### config.mk
export PLATFORM = sky130hd
export DESIGN_NAME = turkish_utf8_lcd_nibble_writer_flat
export DESIGN_NICKNAME = d
export VERILOG_FILES = /design/src/hw/rtl/tulw_pkg.sv /design/src/hw/rtl/tulw_if.sv /design/src/hw/rtl/turkish_utf8_lcd_nibble_writer.sv /design/src/hw/rtl/tulw_mapper.sv /design/src/hw/rtl/tulw_nibble_ser.sv /design/src/flat_wrapper.sv
export SDC_FILE = /design/constraint.sdc
export NUM_CORES = 1
export LEC_CHECK = 0
export CAP_MARGIN = 15
export CORE_MARGIN = 2
export CORE_UTILIZATION = 45
export CTS_BUF_LIST = sky130_fd_sc_hd__clkbuf_16
export DETAILED_ROUTE_END_ITERATION = 8
export DONT_BUFFER_PORTS = 1
export PLACE_DENSITY = 0.65
export SLEW_MARGIN = 20
export SYNTH_ARGS = -nofsm -noshare
export SYNTH_HDL_FRONTEND = slang
export SYNTH_SLANG_ARGS = --single-unit
### constraint.sdc
create_clock -name clock -period 3.2 [get_ports clock]
set_clock_uncertainty 0.1 [all_clocks]
set_input_delay 0.64 -clock clock [delete_from_list [all_inputs] [get_ports clock]]
set_output_delay 0.64 -clock clock [all_outputs]
set_load 0.05 [all_outputs]
### src/hw/rtl/tulw_pkg.sv
`default_nettype none

package tulw_pkg;

   localparam logic [7:0] RS_MASK        = 8'd1;
   localparam logic [7:0] EN_MASK        = 8'd4;
   localparam logic [7:0] BACKLIGHT_MASK = 8'd8;

   localparam logic [7:0] CH_LATIN1_LEAD = 8'd195;
   localparam logic [7:0] CH_LEAD_C4     = 8'd196;
   localparam logic [7:0] CH_LEAD_C5     = 8'd197;
   localparam logic [7:0] CH_O_UML_LO    = 8'd182;
   localparam logic [7:0] CH_O_UML_UP    = 8'd150;
   localparam logic [7:0] CH_U_UML_UP    = 8'd156;
   localparam logic [7:0] CH_U_UML_LO    = 8'd188;
   localparam logic [7:0] CH_C_CED_UP    = 8'd135;
   localparam logic [7:0] CH_C_CED_LO    = 8'd167;
   localparam logic [7:0] CH_CONT_9E     = 8'd158;
   localparam logic [7:0] CH_CONT_9F     = 8'd159;
   localparam logic [7:0] CH_CONT_B0     = 8'd176;
   localparam logic [7:0] CH_CONT_B1     = 8'd177;

   localparam logic [7:0] ROM_O_UML      = 8'd239;
   localparam logic [7:0] ROM_U_UML      = 8'd245;
   localparam logic [7:0] GLYPH_C_CED    = 8'd0;
   localparam logic [7:0] GLYPH_G_UP     = 8'd1;
   localparam logic [7:0] GLYPH_S_CED    = 8'd2;
   localparam logic [7:0] GLYPH_G_LO     = 8'd3;
   localparam logic [7:0] GLYPH_I_DOT    = 8'd4;
   localparam logic [7:0] GLYPH_I_DOTLESS = 8'd5;

   localparam int unsigned CSR_ADDR_W = 3;
   localparam logic [CSR_ADDR_W-1:0] CSR_BACKLIGHT = 3'd0;

   typedef struct packed {
      logic       send;
      logic [7:0] code;
      logic       rs;
   } tulw_map_type;

   typedef enum logic [2:0] {
      PH_PLAIN   = 3'b001,
      PH_STROBE  = 3'b010,
      PH_RELEASE = 3'b100
   } tulw_phase_type;

endpackage

`default_nettype wire

### src/hw/rtl/tulw_if.sv
`default_nettype none

interface tulw_req_if;
   logic       valid;
   logic       ready;
   logic       action;
   logic [7:0] value;

   modport source (output valid, output action, output value, input ready);
   modport sink (input valid, input action, input value, output ready);
endinterface

interface tulw_rsp_if;
   logic       valid;
   logic       ready;
   logic [7:0] expander_byte;
   logic       last;

   modport source (output valid, output expander_byte, output last, input ready);
   modport sink (input valid, input expander_byte, input last, output ready);
endinterface

`default_nettype wire

### src/hw/rtl/turkish_utf8_lcd_nibble_writer.sv
`default_nettype none

// Turkish UTF-8 character writer for a character LCD on a 4-bit port-expander
// bus. Each request beat is a character (action 0, mapped through the Turkish
// lead/continuation rules) or a raw command (action 1). A byte that is sent
// leaves as six response beats, one per cycle while rsp is ready: high nibble
// plain, strobed, released, then the same for the low nibble; the sixth beat
// has last set. Lead bytes and dropped bytes produce no beats. The nibble
// sequencer takes the next request in the cycle of the last beat, so writes
// stream without gaps. The backlight register (addresses 0 to 3, as only the
// top address bit is decoded) is applied to beats as they leave.

module turkish_utf8_lcd_nibble_writer
   import tulw_pkg::*;
(
   input  wire logic                  clock,
   input  wire logic                  reset,
   tulw_req_if.sink                   req_ch,
   tulw_rsp_if.source                 rsp_ch,
   input  wire logic                  csr_psel,
   input  wire logic                  csr_penable,
   input  wire logic                  csr_pwrite,
   input  wire logic [CSR_ADDR_W-1:0] csr_paddr,
   input  wire logic [31:0]           csr_pwdata,
   output logic [31:0]                csr_prdata,
   output logic                       csr_pready
);

   logic         backlight_ff;
   logic         can_load;
   logic         accept;
   tulw_map_type map;

   assign csr_pready   = 1'b1;
   assign req_ch.ready = can_load;
   assign accept       = req_ch.valid & can_load;

   always_ff @(posedge clock) begin
      if (reset) begin
         backlight_ff <= 1'b0;
      end else if (csr_psel && csr_penable && csr_pwrite && csr_pready
                   && csr_paddr[CSR_ADDR_W-1] == CSR_BACKLIGHT[CSR_ADDR_W-1]) begin
         backlight_ff <= csr_pwdata[0];
      end
   end

   always_comb begin
      csr_prdata = 32'd0;
      if (csr_paddr[CSR_ADDR_W-1] == CSR_BACKLIGHT[CSR_ADDR_W-1]) begin
         csr_prdata = {31'd0, backlight_ff};
      end
   end

   tulw_mapper u_mapper (
      .clock  (clock),
      .reset  (reset),
      .accept (accept),
      .action (req_ch.action),
      .value  (req_ch.value),
      .map    (map)
   );

   tulw_nibble_ser u_ser (
      .clock     (clock),
      .reset     (reset),
      .load      (accept & map.send),
      .code      (map.code),
      .rs        (map.rs),
      .backlight (backlight_ff),
      .can_load  (can_load),
      .rsp_ch    (rsp_ch)
   );

endmodule

`default_nettype wire

### src/hw/rtl/tulw_mapper.sv
`default_nettype none

module tulw_mapper
   import tulw_pkg::*;
(
   input  wire logic         clock,
   input  wire logic         reset,
   input  wire logic         accept,
   input  wire logic         action,
   input  wire logic [7:0]   value,
   output tulw_map_type      map
);

   logic c4_ff, c4_in;
   logic c5_ff, c5_in;

   always_comb begin
      map.send = 1'b1;
      map.code = value;
      map.rs   = ~action;
      c4_in    = c4_ff;
      c5_in    = c5_ff;
      if (!action) begin
         case (value)
            CH_LATIN1_LEAD: begin
               map.send = 1'b0;
            end
            CH_LEAD_C4: begin
               map.send = 1'b0;
               c4_in    = 1'b1;
            end
            CH_LEAD_C5: begin
               map.send = 1'b0;
               c5_in    = 1'b1;
            end
            CH_O_UML_LO, CH_O_UML_UP: begin
               map.code = ROM_O_UML;
            end
            CH_U_UML_UP, CH_U_UML_LO: begin
               map.code = ROM_U_UML;
            end
            CH_C_CED_UP, CH_C_CED_LO: begin
               map.code = GLYPH_C_CED;
            end
            CH_CONT_9E, CH_CONT_9F: begin
               if (c4_ff) begin
                  map.code = (value == CH_CONT_9E) ? GLYPH_G_UP : GLYPH_G_LO;
                  c4_in    = 1'b0;
               end else if (c5_ff) begin
                  map.code = GLYPH_S_CED;
                  c5_in    = 1'b0;
               end else begin
                  map.send = 1'b0;
               end
            end
            CH_CONT_B0, CH_CONT_B1: begin
               if (c4_ff) begin
                  map.code = (value == CH_CONT_B0) ? GLYPH_I_DOT : GLYPH_I_DOTLESS;
                  c4_in    = 1'b0;
               end else begin
                  map.send = 1'b0;
               end
            end
            default: begin
               map.code = value;
            end
         endcase
      end
   end

   always_ff @(posedge clock) begin
      if (reset) begin
         c4_ff <= 1'b0;
         c5_ff <= 1'b0;
      end else if (accept) begin
         c4_ff <= c4_in;
         c5_ff <= c5_in;
      end
   end

endmodule

`default_nettype wire

### src/hw/rtl/tulw_nibble_ser.sv
`default_nettype none

module tulw_nibble_ser
   import tulw_pkg::*;
(
   input  wire logic      clock,
   input  wire logic      reset,
   input  wire logic      load,
   input  wire logic [7:0] code,
   input  wire logic      rs,
   input  wire logic      backlight,
   output logic           can_load,
   tulw_rsp_if.source     rsp_ch
);

   logic           busy_ff;
   logic           low_ff;
   tulw_phase_type phase_ff;
   logic [7:0]     code_ff;
   logic           rs_ff;

   logic [3:0] nib;
   logic [7:0] base;
   logic [7:0] beat;
   logic       take;
   logic       last_beat;

   assign take      = rsp_ch.valid & rsp_ch.ready;
   assign last_beat = low_ff & (phase_ff == PH_RELEASE);
   assign can_load  = ~busy_ff | (take & last_beat);

   assign nib  = low_ff ? code_ff[3:0] : code_ff[7:4];
   assign base = {nib, 4'b0000} | (rs_ff ? RS_MASK : 8'd0);

   always_comb begin
      case (phase_ff)
         PH_PLAIN:   beat = base;
         PH_STROBE:  beat = base | EN_MASK;
         PH_RELEASE: beat = base & ~EN_MASK;
         default:    beat = base;
      endcase
   end

   assign rsp_ch.valid         = busy_ff;
   assign rsp_ch.expander_byte = beat | (backlight ? BACKLIGHT_MASK : 8'd0);
   assign rsp_ch.last          = last_beat;

   always_ff @(posedge clock) begin
      if (reset) begin
         busy_ff  <= 1'b0;
         low_ff   <= 1'b0;
         phase_ff <= PH_PLAIN;
      end else if (load) begin
         busy_ff  <= 1'b1;
         low_ff   <= 1'b0;
         phase_ff <= PH_PLAIN;
      end else if (take) begin
         case (phase_ff)
            PH_PLAIN:   phase_ff <= PH_STROBE;
            PH_STROBE:  phase_ff <= PH_RELEASE;
            PH_RELEASE: begin
               phase_ff <= PH_PLAIN;
               low_ff   <= 1'b1;
               if (low_ff) begin
                  busy_ff <= 1'b0;
               end
            end
            default:    phase_ff <= PH_PLAIN;
         endcase
      end
   end

   always_ff @(posedge clock) begin
      if (load) begin
         code_ff <= code;
         rs_ff   <= rs;
      end
   end

endmodule

`default_nettype wire

### src/flat_wrapper.sv
// flat-port wrapper written by rule: the top's interface ports become plain ports
module turkish_utf8_lcd_nibble_writer_flat import tulw_pkg::*;
  (clock, reset, csr_psel, csr_penable, csr_pwrite, csr_paddr, csr_pwdata, csr_prdata, csr_pready, req_ch_valid, req_ch_action, req_ch_value, req_ch_ready, rsp_ch_valid, rsp_ch_expander_byte, rsp_ch_last, rsp_ch_ready);
  tulw_req_if req_ch_i ();
  tulw_rsp_if rsp_ch_i ();
  input  wire logic clock;
  input  wire logic reset;
  input  wire logic csr_psel;
  input  wire logic csr_penable;
  input  wire logic csr_pwrite;
  input  wire logic [CSR_ADDR_W-1:0] csr_paddr;
  input  wire logic [31:0] csr_pwdata;
  output logic [31:0] csr_prdata;
  output logic csr_pready;
  input wire logic [$bits(req_ch_i.valid)-1:0] req_ch_valid;
  input wire logic [$bits(req_ch_i.action)-1:0] req_ch_action;
  input wire logic [$bits(req_ch_i.value)-1:0] req_ch_value;
  output wire logic [$bits(req_ch_i.ready)-1:0] req_ch_ready;
  output wire logic [$bits(rsp_ch_i.valid)-1:0] rsp_ch_valid;
  output wire logic [$bits(rsp_ch_i.expander_byte)-1:0] rsp_ch_expander_byte;
  output wire logic [$bits(rsp_ch_i.last)-1:0] rsp_ch_last;
  input wire logic [$bits(rsp_ch_i.ready)-1:0] rsp_ch_ready;
  assign req_ch_i.valid = req_ch_valid;
  assign req_ch_i.action = req_ch_action;
  assign req_ch_i.value = req_ch_value;
  assign req_ch_ready = req_ch_i.ready;
  assign rsp_ch_valid = rsp_ch_i.valid;
  assign rsp_ch_expander_byte = rsp_ch_i.expander_byte;
  assign rsp_ch_last = rsp_ch_i.last;
  assign rsp_ch_i.ready = rsp_ch_ready;
  turkish_utf8_lcd_nibble_writer u_core (.clock(clock), .reset(reset), .req_ch(req_ch_i), .rsp_ch(rsp_ch_i), .csr_psel(csr_psel), .csr_penable(csr_penable), .csr_pwrite(csr_pwrite), .csr_paddr(csr_paddr), .csr_pwdata(csr_pwdata), .csr_prdata(csr_prdata), .csr_pready(csr_pready));
endmodule
# Word-level counts from Yosys, hierarchy flattened
# Cells that the tools add are included.
[totals]
out_inout_bits = 44
in_bits = 51
register_bits = 17
elab_cells = 80
[classes]
bitwise = 11
eq_ne = 17
n_mux = 24
n_reduce_logical = 20
[ops]
columns = ["op", "count"]
rows = [
  ["$eq A8 B8 Y1 const B", 13],
  ["$pmux W8 S5", 1],
  ["$mux W8", 3],
  ["$pmux W3 S2", 2],
  ["$reduce_or A2 Y1", 6],
  ["$mux W1", 11],
  ["$reduce_bool A2 Y1", 5],
  ["$mux W9", 1],
  ["$mux W4", 2],
  ["$or A8 B1 Y8", 1],
  ["$or A8 B4 Y8", 1],
  ["$reduce_and A3 Y1", 2],
  ["$and A1 B1 Y1", 5],
  ["$pmux W1 S2", 2],
  ["$reduce_and A4 Y1", 1],
  ["$reduce_or A4 Y1", 1],
  ["$eq A3 B1 Y1 const B", 1],
  ["$eq A3 B2 Y1 const B", 1],
  ["$eq A3 B3 Y1 const B", 1],
  ["$logic_and A1 B1 Y1", 3],
  ["$not A1 Y1", 3],
  ["$pmux W1 S3", 1],
  ["$reduce_or A3 Y1", 1],
  ["$mux W2", 1],
  ["3 further kinds", 3],
]

# Longest topological paths before layout
[depth]
word_depth = 8
depth_mapped = 5
depth_no_buf = 4

# Hierarchy
# A second synthesis with hierarchy kept.
[hier_totals]
hier_cells = 146
area_unflattened_um2 = 1337.5
[modules_own_cells]
columns = ["module", "instances", "seq_area_each_um2", "cells_each", "area_per_inst_um2"]
rows = [
  ["tulw_nibble_ser", 1, 370.4, 41, 573.0],
  ["tulw_mapper", 1, 40.0, 63, 431.7],
  ["turkish_utf8_lcd_nibble_writer", 1, 20.0, 42, 332.8],
]

# Worst setup path before layout
# OpenSTA, ideal clock, no wires.
[synth_timing]
kind = "input to register"
startpoint = "input req_ch_value[2]"
endpoint = "register u_core.u_ser.code_ff[0], enable pin"
setup_slack_ps = 762
t_required_ps = 2763
path_buffers = 1
setup_time_ps = 337
cell_stages = 5
arrival_time_ps = 2001
cell_sequence = "buf_2 nor4b_1 o211ai_1 o211ai_1 and2_1"
[synth_between]
elab_chain_len = 5
word_cells_on_any_way = 13
cone_classes = "eq/ne: 7; mux: 2; bitwise: 1; reduce/logical: 3"
[synth_rtl]
columns = ["element", "line_no", "rtl"]
rows = [
  ["start: declaration", "flat_wrapper.sv:17", "input wire logic [$bits(req_ch_i.value)-1:0] req_ch_value;"],
  ["$eq A8 B8 Y1", "tulw_mapper.sv:24", "case (value)"],
  ["$reduce_or A3 Y1 (no source line) / $reduce_or A2 Y1 (equally long branches)", "--", ""],
  ["$pmux W1 S3 *", "tulw_mapper.sv:24", ""],
  ["$mux W9 *", "tulw_mapper.sv:23", "if (!action) begin"],
  ["$and A1 B1 Y1 *", "turkish_utf8_lcd_nibble_writer.sv:66", ".load (accept & map.send),"],
  ["via u_core.u_ser.load", "tulw_nibble_ser.sv:8", "input wire logic load,"],
  ["end signal: assignment", "tulw_nibble_ser.sv:75", "code_ff <= code;"],
  ["end: declaration", "tulw_nibble_ser.sv:19", "logic [7:0] code_ff;"],
]
# The timed path passes the listed nets; every way through them passes the cells marked *.
# A chain may end at the register's enable or synchronous reset.

# Worst setup path after layout
[layout_timing]
startpoint = "register u_core.u_ser.low_ff"
endpoint = "output req_ch_ready"
[layout_between]
elab_chain_len = 3
[layout_rtl]
columns = ["element", "line_no", "rtl"]
rows = [
  ["start: declaration", "tulw_nibble_ser.sv:17", "logic low_ff;"],
  ["start signal: assignment", "tulw_nibble_ser.sv:51", "low_ff <= 1'b0;"],
  ["start signal: assignment", "tulw_nibble_ser.sv:55", "low_ff <= 1'b0;"],
  ["start signal: assignment", "tulw_nibble_ser.sv:63", "low_ff <= 1'b1;"],
  ["$and A1 B1 Y1", "tulw_nibble_ser.sv:29", "assign last_beat = low_ff & (phase_ff == PH_RELEASE);"],
  ["via rsp_ch_last", "flat_wrapper.sv:21", "output wire logic [$bits(rsp_ch_i.last)-1:0] rsp_ch_last;"],
  ["$and A1 B1 Y1", "tulw_nibble_ser.sv:30", "assign can_load = ~busy_ff | (take & last_beat);"],
  ["$or A1 B1 Y1", "tulw_nibble_ser.sv:30", ""],
  ["end: declaration", "flat_wrapper.sv:18", "output wire logic [$bits(req_ch_i.ready)-1:0] req_ch_ready;"],
]
# The timed path passes the listed nets, and every way through them passes these cells.

==> flow_metrics.tcl <==
set metrics [dict create \
    outcome "complete, no violations" \
    p_leak_nw 0.565 \
    antenna_left 0 \
    yosys_register_bits 17 \
    portBuffers 0 \
    critical_path_peak_fanout 6 \
    clock-sinks 17 \
    cp_top_family "simple AND/OR/NAND/NOR gates" \
    met3RoutedLength_um 242 \
    layout-drive-gt1-share 0.0818 \
    most-common-layout-cells "sky130_fd_sc_hd__conb_1, sky130_fd_sc_hd__nand2_1, sky130_fd_sc_hd__inv_1, sky130_fd_sc_hd__edfxtp_1, sky130_fd_sc_hd__dfxtp_1" \
    route.top_layer_used "met4" \
    finalHoldViolCount 0 \
    path_class "flop to primary output" \
    grt_max_degree 16 \
    power-per-cell-area_mw_per_mm2 471 \
    setup-violations-final 0 \
    std_cell_rows 20 \
    finalMaxSlewViolations 0 \
    areaGrowthSynthToFinish_pct -2.22 \
    synth_compound_area_frac 0.196 \
    cp_cell_sequence "and4bb_2, a21boi_0, inv_1" \
    period_share 0.780 \
    synthXorXnorAreaFrac 0.00622 \
    detail_route.iter0.violations 26 \
    synth_cell_type_count 48 \
    grt_antenna_before_repair 0 \
    h-tree-depth 1 \
    synth-warning-count 0 \
    vias 1077 \
    post_synth_fa_ha_maj_area_fraction 0 \
    post_synth_mux_area_share 0.0462 \
    wl_met2_mm 1.17 \
    drv.max_cap_violation_count 0 \
    core_region_area_sq_mm 0.00300 \
    critical_path_arrival_ns 1.75 \
    cts_tree "done" \
    die_y_um 59.9 \
    ys_dominant_reg_cell "sky130_fd_sc_hd__edfxtp_1" \
    cts.path.max_buffers 2 \
    wire_per_inst_um 13.6 \
    floorplan.die.width_um 59.9 \
    netlist_area_sq_mm 0.00141 \
    hold_path_class "input port to flop" \
    startpoint_type "flop" \
    vias_per_cell 5.61 \
    synth_seq_area_share 0.306 \
    route.detailed.drc 0 \
    setup_tns_ns 0 \
    cts_buffers 3 \
    layout.core_utilization 0.458 \
    final_common_cell "sky130_fd_sc_hd__conb_1" \
    syn_inst 162 \
    clk_root_buffer_cell "sky130_fd_sc_hd__clkbuf_16" \
    cp_slowest_cell "sky130_fd_sc_hd__and4bb_2" \
    vdd_drop_max_uv 161 \
    die_area_sq_mm 0.00359 \
    cp.buffers_inverters 1 \
    grt_use_total 0.152 \
    insertedDiodeCount 0 \
    timing.critical_path.slowest_cell_delay_ns 0.49 \
    relSlewSlack 0.381 \
    clk_latency_ns 0.25 \
    max_slew.worst_pin.slew_ns 0.925 \
    first_global_vias 931 \
    io_pins 95 \
    achievable-frequency_mhz 401 \
    gp_congestion 0.864 \
    nNetsFinal 211 \
    dr.pass1.iters 4 \
    grt_first_pass_wirelength_mm 4.06 \
    post_synth.cell_area_avg_sq_um 8.69 \
    ctsResizeCount 0 \
    synth_top_family_by_area "buffers and inverters" \
    path_clk_slew_ns 0.05 \
    synth_simple_gate_area_frac 0.213 \
    post_cts_buffers 0 \
    synthArstFlopShare 0 \
    holdBufCountCts 0 \
    post_detailed_routing_wire_length_mm 2.60 \
    worst_setup_path_end_kind "primary output" \
    met1Wirelength_mm 1.12 \
    grt.overflow.total 0 \
    required_ns 2.46 \
    dp_hpwl_mm 2.03 \
    synth_edf_count 9 \
    initial_core_util 0.469 \
    final.min_clock_period_ns 2.49 \
    setup_repair_after_global_routing_missed_its_margin "no" \
]
layout make-up:
class / instances / area (sq um)
repair buffers: 3 / 22.5
fillers: 305 / 1630
inverters: 8 / 30.0
multi-input cells: 127 / 773
clock inverters: 1 / 3.75
clock buffers: 3 / 75.1
flip-flops and latches: 17 / 430
well taps: 33 / 41.3
layer usage:
| metal | vias up | global-route usage |
|---|---|---|
| li1 | 517 | - |
| met1 | 487 | 0.187 |
| met2 | 65 | 0.245 |
| met3 | 8 | 0.0303 |
| met4 | 0 | 0.0857 |
| met5 | - | 0 |
worst paths after layout:
path / slack, ns / to / startpoint / cells past startpoint
min reg2reg: 0.40 / u_core.u_mapper.c5_ff$_SDFFE_PP0P_ / u_core.u_mapper.c5_ff$_SDFFE_PP0P_ / 2
max: 0.71 / req_ch_ready / u_core.u_ser.low_ff$_SDFFE_PP0P_ / 3
min: 0.36 / u_core.u_mapper.c5_ff$_SDFFE_PP0P_ / reset / 1
max reg2reg: 0.87 / u_core.u_ser.code_ff[4]$_DFFE_PP_ / u_core.u_ser.low_ff$_SDFFE_PP0P_ / 4
kinds of logic (layout without fill, tap and decap cells):
| kind of cell | after synthesis | count (layout) |
|---|---|---|
| buf+inv | 49 | 15 |
| simple gates | 48 | 48 |
| compound gates | 39 | 39 |
| flops | 17 | 17 |
| mux | 6 | 6 |
| other cells | 2 | 33 |
| xor+xnor | 1 | 1 |
state kept, by name (all words and copies together), names as in the netlist:
name	flops
u_core.u_mapper.c4_ff	1
u_core.u_mapper.c5_ff	1
u_core.u_ser.low_ff	1
u_core.backlight_ff	1
u_core.u_ser.rsp_ch.valid	1
u_core.u_ser.code_ff	8
u_core.u_ser.phase_ff	3
u_core.u_ser.rs_ff	1
cells in the mapped netlist, types with 3 or more instances:
cell type,count,area share
sky130_fd_sc_hd__mux2_2,4,0.032
sky130_fd_sc_hd__nand2_1,10,0.027
sky130_fd_sc_hd__edfxtp_1,9,0.19
sky130_fd_sc_hd__nor2b_1,6,0.027
sky130_fd_sc_hd__clkbuf_1,4,0.011
sky130_fd_sc_hd__dfxtp_1,8,0.11
sky130_fd_sc_hd__nand2b_1,3,0.013
sky130_fd_sc_hd__nor2_1,5,0.013
sky130_fd_sc_hd__nand4b_1,3,0.019
sky130_fd_sc_hd__buf_4,36,0.19
sky130_fd_sc_hd__a21boi_0,3,0.016
sky130_fd_sc_hd__inv_1,8,0.021
sky130_fd_sc_hd__o211ai_1,3,0.016
sky130_fd_sc_hd__nor3_1,3,0.011
sky130_fd_sc_hd__o21ai_0,6,0.021
sky130_fd_sc_hd__a31oi_1,3,0.013
sky130_fd_sc_hd__a21oi_1,7,0.025
through the flow:
| stage | cell area [sq um] | setup slack, ns | std cells | hold WS, ns | total power, W |
|---|---|---|---|---|---|
| floorplan | 1520 | 0.762 | 193 | 0.368 | 0.000436 |
| global placement | 1300 | 0.629 | 188 | 0.394 | 0.000406 |
| detailed placement | 1300 | 0.569 | 188 | 0.395 | 0.000409 |
| CTS | 1380 | 0.679 | 192 | 0.352 | 0.000652 |
| global route | 1380 | 0.610 | 192 | 0.354 | 0.000673 |
| finish | 1380 | 0.706 | 192 | 0.356 | 0.000649 |
power by group:
part           switching, W  total, W  internal (W)
combinational      0.000131  0.000156     0.0000246
sequential       0.00000753  0.000250      0.000242
clock             0.0000778  0.000243      0.000166
Power figures use the tool's default switching activity.
